### src/rtl/core/aubd_pkg.sv
// ----------------------------------------------------------------------------
// aubd_pkg
// Shared types, constants and helpers for the access unit boundary detector.
// ----------------------------------------------------------------------------
package aubd_pkg;

  localparam int POSITION_BITS_DEF = 32;

  localparam int BYTE_W     = 8;
  localparam int OUT_POS_W  = 32;
  localparam int NAL_TYPE_W = 6;
  localparam int SLICE_TYPE_W = 5;
  localparam int HIST_W     = 40;
  localparam int FILL_W     = 3;

  localparam logic [FILL_W-1:0] FILL_MAX        = 3'd5;
  localparam logic [FILL_W-1:0] FILL_FOR_CODE   = 3'd4;
  localparam logic [FILL_W-1:0] FILL_FOR_PREV   = 3'd5;

  localparam logic [31:0] START_CODE_MASK = 32'hffffff00;
  localparam logic [31:0] START_CODE      = 32'h00000100;

  // types below this one are VCL
  localparam logic [NAL_TYPE_W-1:0] VCL_TYPE_LIMIT = 6'd32;

  // slice byte arrives two bytes after the first header byte
  localparam logic [1:0] SLICE_WAIT = 2'd2;

  typedef struct packed {
    logic                    hit;
    logic [OUT_POS_W-1:0]    unit_start;
    logic [OUT_POS_W-1:0]    slice_pos;
    logic [SLICE_TYPE_W-1:0] slice_type;
  } aubd_result_t;

  // aud, vps, sps, pps, prefix sei and the reserved and unspecified ranges that open an access unit
  function automatic logic marks_candidate(input logic [NAL_TYPE_W-1:0] t);
    return t inside {6'd32, 6'd33, 6'd34, 6'd35, 6'd39, [6'd41:6'd44], [6'd48:6'd55]};
  endfunction

endpackage

### src/rtl/core/aubd_if.sv
// ----------------------------------------------------------------------------
// aubd channel interfaces
// Byte input channel and access unit result channel, valid/ready handshake.
// ----------------------------------------------------------------------------
interface aubd_byte_if;
  logic                        valid;
  logic                        ready;
  logic [aubd_pkg::BYTE_W-1:0] stream_byte;

  modport source (output valid, output stream_byte, input ready);
  modport sink (input valid, input stream_byte, output ready);
endinterface

interface aubd_unit_if;
  logic                              valid;
  logic                              ready;
  logic [aubd_pkg::OUT_POS_W-1:0]    unit_start_position;
  logic [aubd_pkg::OUT_POS_W-1:0]    first_slice_position;
  logic [aubd_pkg::SLICE_TYPE_W-1:0] first_slice_type;

  modport source (output valid, output unit_start_position, output first_slice_position,
                  output first_slice_type, input ready);
  modport sink (input valid, input unit_start_position, input first_slice_position,
                input first_slice_type, output ready);
endinterface

### src/rtl/core/hevc_access_unit_boundary_detector.sv
// ----------------------------------------------------------------------------
// hevc_access_unit_boundary_detector
// Finds access unit starts in an H.265 Annex B byte stream.
// ----------------------------------------------------------------------------
// in_stream takes one stream byte per word. out_unit gives one word per access
// unit, on the first slice byte of its first slice segment: where the access
// unit begins (one byte earlier when a zero byte leads the start code), where
// the first slice's start code sits, and that slice's NAL unit type.
// Positions count bytes from reset and wrap at 2^POSITION_BITS; the low 32
// bits are reported.
// A byte is held in an input register, then scanned against the stream state
// and the result lands in the output register. One byte per cycle is taken
// while out_unit keeps up; the single scan stage and its state registers
// set that rate. Reset clears the byte history, the position counter and
// any held candidate or pending slice. When out_unit stalls with a word
// waiting, the scan stage holds, one more byte waits in the input register,
// then in_stream.ready drops.
// ----------------------------------------------------------------------------
module hevc_access_unit_boundary_detector #(
  parameter int POSITION_BITS = aubd_pkg::POSITION_BITS_DEF
) (
  input  logic  clk,
  input  logic  rst_n,
  aubd_byte_if.sink   in_stream,
  aubd_unit_if.source out_unit
);

  logic                        byte_vld_r;
  logic [aubd_pkg::BYTE_W-1:0] byte_r;
  logic                        advance;
  aubd_pkg::aubd_result_t      scan_res;

  logic                              out_vld_r;
  logic [aubd_pkg::OUT_POS_W-1:0]    unit_start_r;
  logic [aubd_pkg::OUT_POS_W-1:0]    slice_pos_r;
  logic [aubd_pkg::SLICE_TYPE_W-1:0] slice_type_r;

  // scan only when the output register is free or being emptied
  assign advance         = byte_vld_r && (!out_vld_r || out_unit.ready);
  assign in_stream.ready = !byte_vld_r || advance;

  always_ff @(posedge clk) begin
    if (!rst_n) begin
      byte_vld_r <= 1'b0;
    end else if (in_stream.ready) begin
      byte_vld_r <= in_stream.valid;
    end
  end

  always_ff @(posedge clk) begin
    if (in_stream.ready && in_stream.valid) begin
      byte_r <= in_stream.stream_byte;
    end
  end

  aubd_scan #(
    .POSITION_BITS (POSITION_BITS)
  ) u_scan (
    .clk     (clk),
    .rst_n   (rst_n),
    .step    (advance),
    .byte_in (byte_r),
    .result  (scan_res)
  );

  always_ff @(posedge clk) begin
    if (!rst_n) begin
      out_vld_r <= 1'b0;
    end else if (advance) begin
      out_vld_r <= scan_res.hit;
    end else if (out_unit.ready) begin
      out_vld_r <= 1'b0;
    end
  end

  always_ff @(posedge clk) begin
    if (advance && scan_res.hit) begin
      unit_start_r <= scan_res.unit_start;
      slice_pos_r  <= scan_res.slice_pos;
      slice_type_r <= scan_res.slice_type;
    end
  end

  assign out_unit.valid                = out_vld_r;
  assign out_unit.unit_start_position  = unit_start_r;
  assign out_unit.first_slice_position = slice_pos_r;
  assign out_unit.first_slice_type     = slice_type_r;

endmodule

### src/rtl/core/aubd_scan.sv
// ----------------------------------------------------------------------------
// aubd_scan
// Start code scanner and access unit state; one byte per step, result is
// combinational on the stepped byte.
// ----------------------------------------------------------------------------
module aubd_scan #(
  parameter int POSITION_BITS = aubd_pkg::POSITION_BITS_DEF
) (
  input  logic                        clk,
  input  logic                        rst_n,
  input  logic                        step,
  input  logic [aubd_pkg::BYTE_W-1:0] byte_in,
  output aubd_pkg::aubd_result_t      result
);

  localparam int ExtW = (POSITION_BITS > aubd_pkg::OUT_POS_W) ? POSITION_BITS
                                                              : aubd_pkg::OUT_POS_W;

  logic [aubd_pkg::HIST_W-1:0]       hist_r, hist_nxt;
  logic [aubd_pkg::FILL_W-1:0]       fill_r, fill_nxt;
  logic [POSITION_BITS-1:0]          pos_r, pos_nxt;
  logic                              cand_held_r, cand_held_nxt;
  logic [POSITION_BITS-1:0]          cand_start_r, cand_start_nxt;
  logic                              pend_r, pend_nxt;
  logic [aubd_pkg::SLICE_TYPE_W-1:0] pend_type_r, pend_type_nxt;
  logic [POSITION_BITS-1:0]          pend_pos_r, pend_pos_nxt;
  logic [1:0]                        pend_cnt_r, pend_cnt_nxt;
  logic                              pend_pz_r, pend_pz_nxt;

  logic                              code_seen;
  logic                              prev_zero;
  logic [aubd_pkg::NAL_TYPE_W-1:0]   nal_type;
  logic [POSITION_BITS-1:0]          code_pos;
  logic [POSITION_BITS-1:0]          code_adj;
  logic [POSITION_BITS-1:0]          pend_adj;
  logic [POSITION_BITS-1:0]          start_sel;
  logic [ExtW-1:0]                   start_ext;
  logic [ExtW-1:0]                   slice_ext;

  assign hist_nxt = {hist_r[aubd_pkg::HIST_W-aubd_pkg::BYTE_W-1:0], byte_in};
  assign fill_nxt = (fill_r < aubd_pkg::FILL_MAX) ? fill_r + 3'd1 : fill_r;
  assign pos_nxt  = pos_r + POSITION_BITS'(1);

  // header byte is the newest byte, start code sits in the three before it
  assign code_seen = (fill_nxt >= aubd_pkg::FILL_FOR_CODE) &&
                     ((hist_nxt[31:0] & aubd_pkg::START_CODE_MASK) == aubd_pkg::START_CODE);
  assign nal_type  = hist_nxt[aubd_pkg::NAL_TYPE_W:1];
  assign prev_zero = (fill_nxt >= aubd_pkg::FILL_FOR_PREV) && (hist_nxt[39:32] == 8'd0);
  assign code_pos  = pos_r - POSITION_BITS'(3);
  assign code_adj  = prev_zero ? code_pos - POSITION_BITS'(1) : code_pos;
  assign pend_adj  = pend_pz_r ? pend_pos_r - POSITION_BITS'(1) : pend_pos_r;
  assign start_sel = cand_held_r ? cand_start_r : pend_adj;
  assign start_ext = ExtW'(start_sel);
  assign slice_ext = ExtW'(pend_pos_r);

  always_comb begin
    cand_held_nxt  = cand_held_r;
    cand_start_nxt = cand_start_r;
    pend_nxt       = pend_r;
    pend_type_nxt  = pend_type_r;
    pend_pos_nxt   = pend_pos_r;
    pend_cnt_nxt   = pend_cnt_r;
    pend_pz_nxt    = pend_pz_r;

    result.hit        = 1'b0;
    result.unit_start = start_ext[aubd_pkg::OUT_POS_W-1:0];
    result.slice_pos  = slice_ext[aubd_pkg::OUT_POS_W-1:0];
    result.slice_type = pend_type_r;

    if (pend_r) begin
      if (pend_cnt_r > 2'd1) begin
        pend_cnt_nxt = pend_cnt_r - 2'd1;
      end else begin
        pend_cnt_nxt  = 2'd0;
        pend_nxt      = 1'b0;
        // first_slice_segment_in_pic_flag
        result.hit    = step && byte_in[7];
        cand_held_nxt = 1'b0;
      end
    end

    if (code_seen) begin
      if (nal_type < aubd_pkg::VCL_TYPE_LIMIT) begin
        pend_nxt      = 1'b1;
        pend_type_nxt = nal_type[aubd_pkg::SLICE_TYPE_W-1:0];
        pend_pos_nxt  = code_pos;
        pend_cnt_nxt  = aubd_pkg::SLICE_WAIT;
        pend_pz_nxt   = prev_zero;
      end else if (aubd_pkg::marks_candidate(nal_type) && !cand_held_nxt) begin
        cand_held_nxt  = 1'b1;
        cand_start_nxt = code_adj;
      end
    end
  end

  always_ff @(posedge clk) begin
    if (!rst_n) begin
      hist_r       <= '0;
      fill_r       <= '0;
      pos_r        <= '0;
      cand_held_r  <= 1'b0;
      cand_start_r <= '0;
      pend_r       <= 1'b0;
      pend_type_r  <= '0;
      pend_pos_r   <= '0;
      pend_cnt_r   <= '0;
      pend_pz_r    <= 1'b0;
    end else if (step) begin
      hist_r       <= hist_nxt;
      fill_r       <= fill_nxt;
      pos_r        <= pos_nxt;
      cand_held_r  <= cand_held_nxt;
      cand_start_r <= cand_start_nxt;
      pend_r       <= pend_nxt;
      pend_type_r  <= pend_type_nxt;
      pend_pos_r   <= pend_pos_nxt;
      pend_cnt_r   <= pend_cnt_nxt;
      pend_pz_r    <= pend_pz_nxt;
    end
  end

endmodule

### src/flat_wrapper.sv
// flat-port wrapper written by rule: the top's interface ports become plain ports
module hevc_access_unit_boundary_detector_flat 
#(
  parameter int POSITION_BITS = aubd_pkg::POSITION_BITS_DEF
)
  (clk, rst_n, in_stream_valid, in_stream_stream_byte, in_stream_ready, out_unit_valid, out_unit_unit_start_position, out_unit_first_slice_position, out_unit_first_slice_type, out_unit_ready);
  aubd_byte_if in_stream_i ();
  aubd_unit_if out_unit_i ();
  input  logic clk;
  input  logic rst_n;
  input wire logic [$bits(in_stream_i.valid)-1:0] in_stream_valid;
  input wire logic [$bits(in_stream_i.stream_byte)-1:0] in_stream_stream_byte;
  output wire logic [$bits(in_stream_i.ready)-1:0] in_stream_ready;
  output wire logic [$bits(out_unit_i.valid)-1:0] out_unit_valid;
  output wire logic [$bits(out_unit_i.unit_start_position)-1:0] out_unit_unit_start_position;
  output wire logic [$bits(out_unit_i.first_slice_position)-1:0] out_unit_first_slice_position;
  output wire logic [$bits(out_unit_i.first_slice_type)-1:0] out_unit_first_slice_type;
  input wire logic [$bits(out_unit_i.ready)-1:0] out_unit_ready;
  assign in_stream_i.valid = in_stream_valid;
  assign in_stream_i.stream_byte = in_stream_stream_byte;
  assign in_stream_ready = in_stream_i.ready;
  assign out_unit_valid = out_unit_i.valid;
  assign out_unit_unit_start_position = out_unit_i.unit_start_position;
  assign out_unit_first_slice_position = out_unit_i.first_slice_position;
  assign out_unit_first_slice_type = out_unit_i.first_slice_type;
  assign out_unit_i.ready = out_unit_ready;
  hevc_access_unit_boundary_detector #(.POSITION_BITS(POSITION_BITS)) u_core (.clk(clk), .rst_n(rst_n), .in_stream(in_stream_i), .out_unit(out_unit_i));
endmodule
### config.mk
export PLATFORM = sky130hd
export DESIGN_NAME = hevc_access_unit_boundary_detector_flat
export DESIGN_NICKNAME = d
export VERILOG_FILES = /design/src/rtl/core/aubd_pkg.sv /design/src/rtl/core/aubd_if.sv /design/src/rtl/core/hevc_access_unit_boundary_detector.sv /design/src/rtl/core/aubd_scan.sv /design/src/flat_wrapper.sv
export SDC_FILE = /design/constraint.sdc
export NUM_CORES = 1
export LEC_CHECK = 0
export BUFFER_PORTS_ARGS = -buffer_cell sky130_fd_sc_hd__buf_2
export CORE_MARGIN = 3
export CORE_UTILIZATION = 46
export CTS_BUF_LIST = sky130_fd_sc_hd__clkbuf_2
export CTS_CLUSTER_SIZE = 16
export DETAILED_ROUTE_END_ITERATION = 10
export GPL_TIMING_DRIVEN = 1
export PLACE_DENSITY_LB_ADDON = 0.15
export SYNTH_ARGS = -nofsm -noshare
export SYNTH_HDL_FRONTEND = slang
export SYNTH_SLANG_ARGS = --single-unit
export TNS_END_PERCENT = 50
### constraint.sdc
create_clock -name clk -period 5.6 [get_ports clk]
set_input_delay 0.28 -clock clk [delete_from_list [all_inputs] [get_ports clk]]
set_output_delay 0.28 -clock clk [all_outputs]
set_load 0.05 [all_outputs]
==> metrics, run 1 <==
Mapped Avg Cell Area 9.119 um^2; P_leak 4.114 nW; Starting Density 47.38%; vias 8234; number of global-route vias before repair roughly 7700; CP Capture Type flip-flop; initial antenna violation count 1; fmax 263.8 MHz; Largest stage delay, worst path ~0.65 ns; Synth top cells by count nand2_1, dfxtp_1, nor2_1, a21oi_1, edfxtp_1; Core Area 22090 um^2; M3 GR Usage 3.540%; Boundary Pins 83; synthesized instance count around 1100; WHS Path Cells 2; DRC Markers 0; largest net degree at the start of global routing 98; routed wire length between 20000 and 25000 um; number of flops mapped to enable cells by yosys slightly below 80; met2 Track Usage GR around 29%; CTS Root Cell clkbuf_2; Worst IR Drop VDD 161.3 uV; Iter 0 DRT Violations 416; clock share of power 38.3%; post-layout util 52.49%; average wire per standard cell 14.81 um; hpwl dp 15280 um; prevailing post-synth register cell dfxtp_1; CP max-delay cell nor4_1; syn_nets 1163; TritonRoute pass-1 iters 5; CTS Sinks 220; area leader, netlist dfxtp_1; CTS tree built; Die ar. 24610 um^2; Gate power share 2.5%; Int Pwr roughly 0.0021 W; first-pass GRT wire length 38140 um; Netlist cell types 68; pre-CTS setup slack ~1.9 ns; worst setup margin ~1.8 ns; total grt overflow 0; max-slew violations 0; DIE HEIGHT 156.9 um; Seq pwr share between 50% and 60%; Critical Path Start Type flip-flop; Overall Power 0.002814 W; gr usage total 18.63%; GRT met1 Usage 25.81%; # rows 54; final setup violation count 0; area fraction of the dominant cell type after synthesis 27.35%; #FFs+latches synth 220; sequential area share after synthesis 49.43%; Worst Hold Slack between 0.1 and 0.15 ns; Clk pin slew, worst setup/hold paths 0.10 ns; most instantiated library cell after synthesis nand2_1; synthesis-to-finish area growth 10.77%; Worst Hold Class input port to flip-flop; Crit Path Class flip-flop to flip-flop; main area contributors after synthesis dfxtp_1, edfxtp_1, nand2_1; Tmin final 3.790 ns; unrepaired setup endpoints after global routing no; Sw Share about a quarter; Post-synth ARST share 0%; Fin Setup TNS 0 ns; Port Buffers 82; routability cong. 0.8277; period utilisation layout 67.68%; Most Frequent Cell on Critical Path nor4_1; crit-path max FO 14; slew margin rel. 30.24%; post-CTS setup buffers 0; final hold viol count 0; Cell Pwr Density 242.6 nW/um^2; Synth Cell Area 10470 um^2; status finished, final reports clean; Yosys warning count 0; CP Cell Sequence nor3_2 -> nand4_1 -> nor4_1 -> xor2_1 -> or4_1 -> nor4_1 -> o221ai_1; Antenna Violating Nets Remaining 0; Sw Pwr 0.0006941 W; CP Data Arrival Time 4.45 ns; CTS buffer count 55; vias per cell 5.309; Setup Skew 0.07406 ns; clk_lat worst skew 0.82 ns; clock buffer depth 3; gr busiest metal met2; worst r2r path cells 7; CTS H-Tree Depth 2; final net count between 1000 and 1500; WP data required 6.26 ns; Die X 156.9 um; max_cap viols 0; worst slew pin tran 1.046 ns; share of layout cells above drive strength 1 16.85%
## flip-flops by register name, summed over array words and instances, names as in the netlist, 2 cells and up, named ones only
register                              cells
u_core.u_scan.pos_r                      32
u_core.out_unit.unit_start_position      32
u_core.u_scan.cand_start_r               32
u_core.u_scan.pend_type_r                 5
u_core.u_scan.pend_pos_r                 32
u_core.out_unit.first_slice_type          5
u_core.u_scan.hist_r                     32
u_core.out_unit.first_slice_position     32
u_core.u_scan.fill_r                      2
u_core.u_scan.pend_cnt_r                  2
u_core.byte_r                             8
## layout by cell type (no fill, tap or decap), types with 23 or more instances in the layout
master	Yosys	routed
a21oi_1	82	82
buf_2	5	82
clkbuf_2	0	84
dfxtp_1	143	142
edfxtp_1	77	77
nand2_1	196	196
nand3_1	26	26
nand4_1	23	23
nor2_1	114	114
nor3_1	25	24
nor4_1	32	32
o21ai_0	51	51
xnor2_1	60	60
xor2_1	48	48
## routing by layer
metal	vias to the layer above	part of all wire, %
li1	4192	-
met1	3811	49
met3	46	4.4
met2	185	45
met4	0	2.3
met5	-	0
## per-stage QoR
stage          cell area (um^2)  instances
3_5_place_dp              10980       1439
2_1_floorplan             10470       1148
5_1_grt                   11600       1551
4_1_cts                   11590       1550
6_report                  11600       1551
3_3_place_gp              10980       1439
## cell type report
cell class	count	area, um^2
Multi-Input combinational cell	841	4935
Inverter	8	31.28
Clock inverter	16	87.58
Sequential cell	220	5176
Fill cell	2105	10500
Tap cell	280	350.3
Timing Repair Buffer	101	593.1
Antenna cell	1	2.502
Clock buffer	84	420.4
## power by group through the flow
stage / combinational (W) / sequential, W / clock, W
final: 0.0000706 / 0.00167 / 0.00108
after global routing: 0.0000791 / 0.00167 / 0.00122
after CTS: 0.0000709 / 0.00167 / 0.00113
after detailed placement: 0.0000651 / 0.00170 / 0
after global placement: 0.0000648 / 0.00170 / 0
after floorplan: 0.0000511 / 0.00170 / 0
## timing repair
item,4_1_cts,5_1_grt
hold buffers,11,0
endpoints found under the hold margin,18,0
gates resized for setup,0,0
## worst max-delay path, delay by kind of cell, from the launching register on
family          cells  cell delay (ns)
flops               1             0.47
compound gates      1             0.18
xor+xnor            1             0.17
simple gates        5             2.83
## final timing paths
kind	startpoint	endpoint	slack, ns
min	rst_n	u_core.out_unit.valid	0.12
max reg2reg	u_core.u_scan.pos_r[2]	u_core.u_scan.cand_start_r[30]	1.81
min reg2reg	u_core.u_scan.pend_type_r[1]	u_core.out_unit.first_slice_type[1]	0.43
max	u_core.u_scan.pos_r[2]	u_core.u_scan.cand_start_r[30]	1.81
## kinds of logic (layout without fill, tap and decap cells)
kind of cell	Yosys count	after routing	share of synthesized area (%)
compound gates	179	179	9.848
buf+inv	87	209	3.573
xor+xnor	108	108	9.035
simple gates	532	532	25.91
fa+ha+maj	3	3	0.3586
flops	220	220	49.43
other cells	0	1	0
mux	19	19	1.841
(Power assumes the default switching activity.)
==> inputs of run 2 (changes only) <==
--- a/config.mk
+++ b/config.mk
@@ -5,6 +5,7 @@
 export SDC_FILE = /design/constraint.sdc
 export NUM_CORES = 1
 export LEC_CHECK = 0
+export ABC_AREA = 1
 export BUFFER_PORTS_ARGS = -buffer_cell sky130_fd_sc_hd__buf_2
 export CORE_MARGIN = 3
 export CORE_UTILIZATION = 46
==> constraint.sdc (replaced) <==
create_clock -name clk -period 3.46 [get_ports clk]
set_input_delay 0.173 -clock clk [delete_from_list [all_inputs] [get_ports clk]]
set_output_delay 0.173 -clock clk [all_outputs]
set_load 0.05 [all_outputs]
==> metrics, run 2 <==
Gate power share 7.5%; P_leak 5.357 nW; Post-synth ARST share 0%; worst slew pin tran 0.7555 ns; Fin Setup TNS 0 ns; hold path endpoint u_core.byte_r[1]; total grt overflow 0; post_cts resized 0; main area contributors after synthesis dfxtp_1, edfxtp_1, nand2_1; vias 9878; WHS Path Cells 2; Synth Cell Area 11040 um^2; CP max-delay cell nor4_1; Sw Pwr 0.001319 W; storage element area 5175 um^2; CTS tree built; DRC Markers 0; Largest stage delay, worst path between 0.4 and 0.5 ns; final cell count without fillers around 1900; largest net degree at the start of global routing 56; most instantiated library cell after synthesis nand2_1; prevailing post-synth register cell dfxtp_1; clk_lat worst skew 0.88 ns; Clk pin slew, worst setup/hold paths 0.10 ns; worst r2r path cells 11; period utilisation layout 75.56%; commonest cells after routing, fill and taps aside nand2_1, nor2_1, inv_1, dfxtp_1, o21ai_0; CTS buffer count 56; worst setup margin around 0.85 ns; family with the most delay on the worst path simple AND/OR/NAND/NOR gates; Setup Skew 0.09782 ns; mux share of post-synthesis cell area 0%; Worst Path Buf+Inv 1; crit-path max FO 5; fmax 382.5 MHz; area of the multi-input gates 5027 um^2; clock buffer depth 3; final net count 1559; gr usage total 23.04%; Worst IR Drop VDD between 150 and 200 uV; area fraction of the dominant cell type after synthesis 25.93%; simple-gate area share of the yosys netlist 30.67%; CP Cell Sequence inv_1 -> ha_1 -> nand2_1 -> nor2_2 -> nand3_1 -> nor2_2 -> nand4_1 -> nor4_1 -> nand2_1 -> xor2_1 -> o21ai_0; Critical Path Start Type flip-flop; synthesis-to-finish area growth 12.54%; hold_sp in_stream_stream_byte[1]; DIE HEIGHT 160.9 um; # rows 56; number of flops mapped to enable cells by yosys 77; Filler cells 2344; final hold viol count 0; WP data required between 4 and 5 ns; CP Capture Type flip-flop; first-pass GRT wire length ~48000 um; post-synthesis compound-gate area fraction between 10% and 20%; status finished, final reports clean; placed cells 1788; Antenna Violating Nets Remaining 0; commonest non-fill, non-tap cell in the layout nand2_1; vias per cell 5.185; slew margin rel. 49.51%; max-slew violations 0; number of global-route vias before repair approximately 9400; Iter 0 DRT Violations ~790; sequential area share after synthesis 46.88%; CP Data Arrival Time roughly 3.2 ns; adder-cell area share of the yosys netlist 0.3400%; final setup violation count 0; Seq pwr share 57.3%; Yosys warning count 0; Synth top cells by count nand2_1, nor2_1, inv_1, dfxtp_1, o21ai_0; TritonRoute pass-1 iters 5; worst r2r dst u_core.out_unit.unit_start_position[26]; clock share of power a little over a third; max_cap viols 0; Worst Hold Class input port to flip-flop; Sw Share ~28%; share of layout cells above drive strength 1 18.23%; Critical R2R Launch u_core.u_scan.pend_pos_r[0]; main combinational cell family by area after synthesis simple AND/OR/NAND/NOR gates; initial antenna violation count 1; Synth Area in XOR/XNOR ~2.7%; Starting Density between 40% and 50%; R2R Setup Slk 0.85 ns; Crit Path Class flip-flop to flip-flop; average wire per standard cell 15.73 um; pre-CTS setup slack 0.8695 ns; Boundary Pins 83; Tmin final around 2.6 ns; routed wire length 29960 um; syn_nets 1438; Port Buffers between 80 and 90; Die ar. 25890 um^2; #FFs+latches synth between 200 and 250; Cell Pwr Density 381.7 nW/um^2; Netlist cell types 49; routability cong. 0.9520; unrepaired setup endpoints after global routing no; CTS Sinks 220; CTS Root Cell clkbuf_2; Mapped Avg Cell Area 7.758 um^2; hpwl dp 22140 um; post-layout util 52.77%; Core Area 23540 um^2; synthesized instance count 1423; area leader, netlist dfxtp_1; Int Pwr approximately 0.0034 W; CTS H-Tree Depth 2; Die X 160.9 um
==> run 2: changes by cell type in the layout (fill, tap and decap cells not counted), moves of 24 or more <==
cell     change
inv_1      +144
nor2_1      +90
o21ai_0     +72
nand3_1     +67
xnor2_1     -58
nand2_1     +42
nor2_2      +31
nand2_2     +24
==> run 2: metal layers <==
metal	wire [um]	track usage, %	vias to the layer above
li1	-	-	4989
met2	13340	36.61	321
met1	13910	31.78	4522
met5	0	0	-
met4	659	7.509	0
met3	2057	4.488	46
==> run 2: cells by family after synthesis <==
| logic type | Yosys count |
|---|---|
| AOI/OAI and AO/OA | 244 |
| and+or+nand+nor | 707 |
| buffers and inverters | 215 |
| DFF | 220 |
| adders and majority gates | 3 |
| xor gates and xnor gates | 34 |
==> run 2: power groups by stage <==
stage | Clock [W] | Sequential [W] | Combinational, W
global route | 0.00184 | 0.00272 | 0.000397
floorplan | 0 | 0.00277 | 0.000244
finish | 0.00167 | 0.00272 | 0.000355
global placement | 0 | 0.00278 | 0.000333
detailed placement | 0 | 0.00278 | 0.000336
CTS | 0.00173 | 0.00272 | 0.000353
==> run 2: area by class of cell <==
type	count	share of cell area (%)
antenna	1	0.02014
clock buffer	78	3.142
clock inverter	21	0.7654
inverter	164	4.955
multi-input combinational	988	40.47
sequential	220	41.66
tap	319	3.213
timing repair buffer	114	5.781
==> run 2: worst max path at each step <==
stage / depth (start not counted) / startpoint / endpoint / slack (ns)
2_1_floorplan: 6 / u_core.out_unit.valid / u_core.out_unit.first_slice_position[0] / 0.15
3_3_place_gp: 11 / u_core.u_scan.pend_pos_r[4] / u_core.out_unit.unit_start_position[31] / 0.92
3_5_place_dp: 11 / u_core.u_scan.pend_pos_r[2] / u_core.out_unit.unit_start_position[31] / 0.87
4_1_cts: 11 / u_core.u_scan.pend_pos_r[2] / u_core.out_unit.unit_start_position[31] / 0.85
5_1_grt: 15 / u_core.u_scan.pos_r[0] / u_core.u_scan.cand_start_r[30] / 0.62
6_report: 11 / u_core.u_scan.pend_pos_r[0] / u_core.out_unit.unit_start_position[26] / 0.85
==> run 2: per-stage QoR <==
| stage | cell area (um^2) | hold WS, ns | power, W |
|---|---|---|---|
| finish | 12420 | 0.08652 | 0.004742 |
| global route | 12420 | 0.01192 | 0.004960 |
| CTS | 12420 | 0.0002466 | 0.004803 |
| detailed placement | 11770 | 0.3526 | 0.003112 |
| global placement | 11770 | 0.3499 | 0.003109 |
| floorplan | 11040 | 0.2719 | 0.003013 |
==> run 2: repair_timing <==
item	4_1_cts	5_1_grt
setup buffers	0	0
hold buffers	17	0
hold endpoints to repair	51	0
